## config.mk

```make
export PLATFORM = sky130hd
export DESIGN_NAME = lavm_front
export DESIGN_NICKNAME = d
export VERILOG_FILES = /design/src/design/lavm_pkg.sv /design/src/design/lavm_front.sv
export SDC_FILE = /design/constraint.sdc
export NUM_CORES = 1
export LEC_CHECK = 0
export ABC_AREA = 1
export BUFFER_PORTS_ARGS = -buffer_cell sky130_fd_sc_hd__buf_2
export CAP_MARGIN = 40
export CORE_MARGIN = 2
export CORE_UTILIZATION = 30
export CTS_CLUSTER_DIAMETER = 40
export DETAILED_ROUTE_END_ITERATION = 6
export PLACE_DENSITY = 0.55
export REMOVE_ABC_BUFFERS = 1
export SLEW_MARGIN = 20
export SYNTH_ARGS = -nofsm -noshare
export SYNTH_HDL_FRONTEND = slang
export SYNTH_SLANG_ARGS = --single-unit
```

## constraint.sdc

```tcl
create_clock -name clk -period 12.8 [get_ports clk]
set_clock_uncertainty 0.15 [all_clocks]
set_input_delay 2.56 -clock clk [delete_from_list [all_inputs] [get_ports clk]]
set_output_delay 2.56 -clock clk [all_outputs]
set_load 0.01 [all_outputs]
```

## src/design/lavm_pkg.sv

```systemverilog
// shared types and constants for the look-at view matrix block
package lavm_pkg;

	localparam int FRAC_BITS_DEF   = 16;
	localparam int QUEUE_DEPTH_DEF = 2;

	// row codes on row_number
	localparam logic [1:0] ROW_SIDE  = 2'd0;
	localparam logic [1:0] ROW_UP    = 2'd1;
	localparam logic [1:0] ROW_FWD   = 2'd2;
	localparam logic [1:0] ROW_TRANS = 2'd3;

	// one classified item between front and back
	typedef struct packed {
		logic [2:0][32:0] dlt;
		logic [2:0][31:0] eye;
		logic [2:0][31:0] up;
		logic             dlt_zero;
	} item_t;

	typedef enum logic [3:0] {
		ST_IDLE,
		ST_ABS,
		ST_SCALE,
		ST_SQ,
		ST_ROOT,
		ST_DLOAD,
		ST_DIV,
		ST_MAC,
		ST_EMIT
	} state_t;

	typedef enum logic [1:0] {
		MAC_CROSS,
		MAC_UP,
		MAC_DOT
	} mac_op_t;

endpackage

```

## src/design/lavm_front.sv

```systemverilog
// front end: accepts beats, forms target minus eye, queues the item
module lavm_front #(
	parameter int DEPTH = lavm_pkg::QUEUE_DEPTH_DEF
) (
	input  logic                clk,
	input  logic                arst_n,
	input  logic                in_valid,
	output logic                in_stall,
	input  logic signed [31:0]  target_x,
	input  logic signed [31:0]  target_y,
	input  logic signed [31:0]  target_z,
	input  logic signed [31:0]  eye_x,
	input  logic signed [31:0]  eye_y,
	input  logic signed [31:0]  eye_z,
	input  logic signed [31:0]  up_x,
	input  logic signed [31:0]  up_y,
	input  logic signed [31:0]  up_z,
	output lavm_pkg::item_t     q_item,
	output logic                q_valid,
	input  logic                q_pop
);

	localparam int PTR_W = (DEPTH > 1) ? $clog2(DEPTH) : 1;
	localparam int CNT_W = $clog2(DEPTH + 1);

	lavm_pkg::item_t mem_q [DEPTH];
	logic [PTR_W-1:0] wr_ptr_q, rd_ptr_q;
	logic [CNT_W-1:0] count_q;
	lavm_pkg::item_t  item_in;
	logic             push, pop;

	always_comb begin
		item_in.dlt[0] = 33'(target_x) - 33'(eye_x);
		item_in.dlt[1] = 33'(target_y) - 33'(eye_y);
		item_in.dlt[2] = 33'(target_z) - 33'(eye_z);
		item_in.eye[0] = eye_x;
		item_in.eye[1] = eye_y;
		item_in.eye[2] = eye_z;
		item_in.up[0]  = up_x;
		item_in.up[1]  = up_y;
		item_in.up[2]  = up_z;
		// eye on the target: no forward axis
		item_in.dlt_zero = (item_in.dlt == '0);
	end

	assign in_stall = (count_q == CNT_W'(DEPTH));
	assign push     = in_valid && !in_stall;
	assign q_valid  = (count_q != '0);
	assign pop      = q_valid && q_pop;
	assign q_item   = mem_q[rd_ptr_q];

	always_ff @(posedge clk) begin
		if (push) begin
			mem_q[wr_ptr_q] <= item_in;
		end
	end

	always_ff @(posedge clk or negedge arst_n) begin
		if (!arst_n) begin
			wr_ptr_q <= '0;
			rd_ptr_q <= '0;
			count_q  <= '0;
		end else begin
			if (push) begin
				wr_ptr_q <= (wr_ptr_q == PTR_W'(DEPTH - 1)) ? '0 : wr_ptr_q + 1'b1;
			end
			if (pop) begin
				rd_ptr_q <= (rd_ptr_q == PTR_W'(DEPTH - 1)) ? '0 : rd_ptr_q + 1'b1;
			end
			if (push && !pop) begin
				count_q <= count_q + 1'b1;
			end else if (pop && !push) begin
				count_q <= count_q - 1'b1;
			end
		end
	end

endmodule

```

==> out/results.ini, run 1 <==
[die]
start_util_pct=30.3
die_h_um=320
rows=115
ios=586
die_w_um=320
core-area_mm2=0.0986
dieArea_mm2=0.102

[timing]
worstMarginPinSlew_ns=1.18
slew_headroom_pct=21.5
fmax_mhz=170
hold_ws_ns=0.378
fin_setup_tns_ns=0
hold_viol=0
rsz0062_at_grt=false
slew_viol_final=0
finalCriticalPeriod_ns=5.87
finalCritPeriodShare_pct=45.8
finalSetupViolCount=0

[power_and_ir_drop]
powerDensity_mw_per_mm2=210
internal-power_mw=5.07
pwr-share-clk_pct=32.5
power_leakage_nw=18.6
peakVddDrop_mv=0.159
combPwrFrac_pct=32.4
switching_share_pct=36.0
sequentialPowerShare_pct=35.1
switchingPower_mw=2.85

[cts]
clk_pin_slew_worst_paths_ns=0.05
tritoncts=built
htreeDepth=3
cts_resized=0
cts_buffer_depth=3
cts_made_buffers=97
cts_sinks=588
cts_setup_buffers=0
insertion_delay_ns=0.65
ctsHoldBuffers=0
cts_root_buffer=clkbuf_16

[global_routing]
grt_max_degree=173
grt_pass1_wl_um=133000
first_global_vias=22767
grt-ovfl-total=0
grt_antenna_before_repair=8
track_usage_pct=16.9

[detailed_routing]
detail-route-antenna-nets=0
via_count=23653
drtIter0Drc=1391
drt-pass1-iter-count=5
wl_um=87900
viasPerCell=4.34
route.detailed.wl_per_inst_um=16.1
drc=0

[worst_setup_path]
cp_top_family=buffers and inverters
crit_chain=inv_8, buf_12, nand2_1, nand2_1, buf_2
rr_startpoint=count_q[1]$_DFFE_PN0P_
cp_max_fo=151
critPathMostFrequentCell=nand2_1
cp-start-kind=flop
crit_required_ns=10.09
cp_num_buf_inv=3
slowest_delay_ns=0.74
reg2reg_slack_ns=9.20
cp.arrival_ns=3.16
worstSetupEndpointType=output pin
crit_type=flop to output pin
crit_start=rd_ptr_q$_DFFE_PN0P_
cp_slowest_cell=dfrtp_4

[layout]
nNetsFinal=4475
final_layout_size_suffix_gt1_share_pct=19.3
syn2layout_area_growth_pct=26.3
multi_input_area_mm2=0.0100
mostFrequentLayoutCell=nand2_1
seq_area_mm2=0.0176
final_cell_mix=1,701 x nand2_1, 585 x buf_2, 584 x edfxtp_1
fill_cells=10056

[logic_synthesis]
ys.flop_type=edfxtp_1
ys_ff_latch=588
ys_types=37
syn_area_mm2=0.0299
synth-edff-count=584
synthCells=3448
ys_warn_count=0
syn_avg_cell_area_um2=8.67
ys_async_sr_fraction_pct=0.680
seq_area_frac_synth_pct=59.0

[flow_run]
maxCapViolations=0

[worst_hold_path]
min-delay-start=count_q[0]$_DFFE_PN0P_
holdCritPathClass=flop to flop

[placement]
hpwl_um=65300
place.gp.congestion=0.904
io_buffers=585

[outcome]
status=complete, no violations

## path summary, 6_finish.rpt
path / endpoint / cells after the start
worst max register to register: mem_q[0][238]$_DFFE_PP_ / 8
worst min-delay path: count_q[0]$_DFFE_PN0P_ / 1
worst max-delay path: q_item[0] / 5
min in group asynchronous: count_q[1]$_DFFE_PN0P_ / 1
worst min register to register: count_q[0]$_DFFE_PN0P_ / 1
max in group asynchronous: rd_ptr_q$_DFFE_PN0P_ / 1
## power by group through the flow
stage          sequential (mW)  clock (mW)  combinational [mW]
2_1_floorplan             3.10           0                1.46
3_3_place_gp              2.82           0                2.57
3_5_place_dp              2.82           0                2.63
4_1_cts                   2.79        2.64                2.64
5_1_grt                   2.82        2.71                2.86
6_report                  2.78        2.57                2.57
## final cells by class
class / count / share of cell area, %
multi-input combinational: 2261 / 26.5
clock buffer: 103 / 6.49
antenna: 5 / 0.0331
clock inverter: 70 / 2.06
tap: 1287 / 4.27
timing repair buffer: 602 / 8.60
inverter: 533 / 5.32
sequential: 588 / 46.7
## registers in the layout, summed over array words and instances (netlist names)
signal,flops
rd_ptr_q,1
mem_q,584
wr_ptr_q,1
count_q,2
## metrics by stage
step / utilization, % / setup slack [ns] / instance area [µm²] / power [mW] / cells
floorplan: - / -3.11 / 29600 / 4.56 / 3382
global placement: 34.8 / 6.41 / 34300 / 5.39 / 5264
detailed placement: 35.0 / 6.61 / 34500 / 5.46 / 5271
CTS: 38.3 / 6.92 / 37700 / 8.07 / 5444
global route: 38.3 / 6.75 / 37800 / 8.40 / 5449
finish: 38.3 / 6.93 / 37800 / 7.93 / 5449
## logic make-up after synthesis
kind of cell               synth area share [%]
DFF                                        59.0
xor gates and xnor gates                  0.322
and+or+nand+nor                            27.4
AOI/OAI and AO/OA                          1.43
buffers and inverters                      7.54
adders and majority gates                  4.26
## routing by layer
layer | share of wire, % | wire (µm) | vias to the layer above | global-route usage, %
li1 | - | - | 12137 | -
met1 | 43 | 37700 | 10791 | 20.8
met2 | 48 | 42100 | 597 | 29.0
met3 | 6.5 | 5710 | 122 | 3.97
met4 | 2.6 | 2320 | 6 | 5.73
met5 | 0.039 | 34 | - | 0
## cells in the mapped netlist, types with 4 or more instances
library cell / n / area share, %
nand3b_1: 20 / 0.50
nand3_1: 100 / 1.7
a21o_1: 6 / 0.15
ha_1: 97 / 4.1
nor3_1: 19 / 0.32
a21oi_1: 63 / 1.1
edfxtp_1: 584 / 59
buf_1: 4 / 0.050
o21bai_1: 4 / 0.10
nand2_2: 24 / 0.50
nand4_1: 21 / 0.44
clkbuf_1: 61 / 0.77
nor2_1: 161 / 2.0
nor2_2: 7 / 0.15
inv_1: 531 / 6.7
nand2_1: 1701 / 21
dfrtp_1: 4 / 0.33
nor4_1: 4 / 0.084
xor2_1: 8 / 0.23
(Power assumes the default switching activity.)
==> inputs of run 2 (changes only) <==
Clock period 12.8 ns to 4.99 ns, I/O delays scaled along.
==> out/results.ini, run 2 (synthesis gave the netlist of run 1 again) <==
[cts]
cts_made_buffers=98  ; was 97
tritoncts=built  ; unchanged
htreeDepth=3  ; unchanged
cts_resized=0  ; unchanged
clk_pin_slew_worst_paths_ns=0.06  ; was 0.05 ns
cts_root_buffer=clkbuf_16  ; unchanged
cts_buffer_depth=3  ; unchanged
insertion_delay_ns=0.66  ; was 0.65 ns
cts_setup_buffers=0  ; unchanged
cts_sinks=588  ; unchanged
ctsHoldBuffers=1  ; was 0

[timing]
fmax_mhz=258
finalCriticalPeriod_ns=3.88
finalSetupViolCount=0  ; unchanged
fin_setup_tns_ns=0  ; unchanged
hold_viol=0  ; unchanged
hold_ws_ns=0.373  ; was 0.378 ns
worstMarginPinSlew_ns=1.06  ; was 1.18 ns
slew_viol_final=0  ; unchanged
rsz0062_at_grt=false  ; unchanged
slew_headroom_pct=29.0  ; was 21.5%
timing.final.ws_setup_ns=1.11  ; was 6.93 ns
finalCritPeriodShare_pct=77.7

[placement]
hpwl_um=65800  ; was 65,300 µm
io_buffers=585  ; unchanged
place.gp.congestion=0.909  ; was 0.904
pre_cts_slack_ns=0.705  ; was 6.61 ns
placedCellCount=5271  ; unchanged

[layout]
final_layout_size_suffix_gt1_share_pct=19.4  ; was 19.3%
final_cell_mix=1,701 x nand2_1, 585 x buf_2, 584 x edfxtp_1  ; unchanged
nNetsFinal=4477  ; was 4,475
top_register=mem_q  ; unchanged
reg_top3=mem_q (584), count_q (2)  ; unchanged
largest_reg_flops=584  ; unchanged
syn2layout_area_growth_pct=26.8  ; was 26.3%
final_cells=5458  ; was 5,449
mostFrequentLayoutCell=nand2_1  ; unchanged

[worst_setup_path]
cp-start-kind=flop  ; unchanged
cp_max_fo=99  ; was 151
rr_startpoint=count_q[1]$_DFFE_PN0P_  ; unchanged
reg2reg_slack_ns=2.39  ; was 9.20 ns
worstSetupEndpointType=output pin  ; unchanged
r2r-end=mem_q[0][231]$_DFFE_PP_  ; was mem_q[0][238]$_DFFE_PP_
cp.arrival_ns=2.73  ; was 3.16 ns
r2r_cells=4  ; was 8
crit_type=flop to output pin  ; unchanged
crit_required_ns=3.84  ; was 10.09 ns

[die]
core-area_mm2=0.0986  ; unchanged
rows=115  ; unchanged
start_util_pct=30.3  ; unchanged
dieArea_mm2=0.102  ; unchanged
die_h_um=320  ; unchanged
die_w_um=320  ; unchanged
ios=586  ; unchanged

[power_and_ir_drop]
power_leakage_nw=18.7  ; was 18.6 nW
internal-power_mw=13.2  ; was 5.07 mW
powerDensity_mw_per_mm2=544  ; was 210 mW/mm²
pwr-share-clk_pct=33.4  ; was 32.5%
switchingPower_mw=7.39  ; was 2.85 mW
switching_share_pct=35.9  ; was 36.0%
sequentialPowerShare_pct=34.4  ; was 35.1%
combPwrFrac_pct=32.2  ; was 32.4%
peakVddDrop_mv=0.434  ; was 0.159 mV

[global_routing]
met3_usage_pct=4.59  ; was 3.97%
grt-ovfl-total=0  ; unchanged
grt_antenna_before_repair=9  ; was 8
track_usage_pct=17.0  ; was 16.9%
grt_util_met1_pct=20.7  ; was 20.8%
grt_pass1_wl_um=134000  ; was 133,000 µm
grt.busiest_layer=met2  ; unchanged
grt_max_degree=166  ; was 173
gr-usage-met2_pct=29.2  ; was 29.0%
first_global_vias=22928  ; was 22,767

[detailed_routing]
route.detailed.wl_per_inst_um=16.3  ; was 16.1 µm
drc=0  ; unchanged
via_count=23746  ; was 23,653
wl_um=88700  ; was 87,900 µm
detail-route-antenna-nets=0  ; unchanged
drtIter0Drc=1371  ; was 1,391
drt-pass1-iter-count=7  ; was 5
viasPerCell=4.35  ; was 4.34

[worst_hold_path]
min-delay-start=up_y[28]  ; was count_q[0]$_DFFE_PN0P_
min_to=mem_q[1][61]$_DFFE_PP_  ; was count_q[0]$_DFFE_PN0P_
hold_depth=1  ; unchanged
holdCritPathClass=primary input to flop  ; was flop to flop

[outcome]
status=complete, no violations  ; unchanged

[flow_run]
maxCapViolations=0  ; unchanged

run 2: power groups by stage:
stage	Combinational [mW]	Sequential, mW	Clock [mW]
global route	7.39	7.19	7.30
finish	6.63	7.10	6.90
floorplan	3.52	7.44	0
detailed placement	6.80	7.20	0
global placement	6.79	7.17	0
CTS	6.83	7.11	7.07
run 2: how the worst max path moves through the flow:
stage / from / endpoint / cells after the start
2_1_floorplan: in_valid / mem_q[1][0]$_DFFE_PP_ / 2
3_3_place_gp: target_y[0] / mem_q[0][0]$_DFFE_PP_ / 17
3_5_place_dp: target_y[0] / mem_q[0][0]$_DFFE_PP_ / 17
4_1_cts: rd_ptr_q$_DFFE_PN0P_ / q_item[261] / 5
5_1_grt: rd_ptr_q$_DFFE_PN0P_ / q_item[41] / 5
6_report: rd_ptr_q$_DFFE_PN0P_ / q_item[41] / 5
run 2: layout make-up:
type,instances,area [µm²]
diodes,5,12.5
clock buffers,108,2510
clock inverters,73,895
fillers,10020,60700
inverters,533,2010
multi-input cells,2261,10000
flip-flops and latches,588,17600
well taps,1287,1610
repair buffers,603,3220
run 2: routing by layer:
layer | wire (µm) | part of all wire, %
met2 | 42500 | 48
met4 | 1990 | 2.2
met3 | 6550 | 7.4
met1 | 37600 | 42
met5 | 48 | 0.054
run 2: through the flow:
step	power [mW]	area (µm²)	utilization, %
after floorplan	11.0	29600	-
after global placement	14.0	34500	35.0
after detailed placement	14.0	34500	35.0
after CTS	21.0	37900	38.4
after global routing	21.9	37900	38.4
final	20.6	37900	38.5
run 2: worst max-delay path, stage by stage (launching register included):
cell	delay (ns)
dfrtp_4	0.61
inv_8	0.59
buf_12	0.38
nand2_1	0.09
nand2_1	0.14
buf_2	0.15
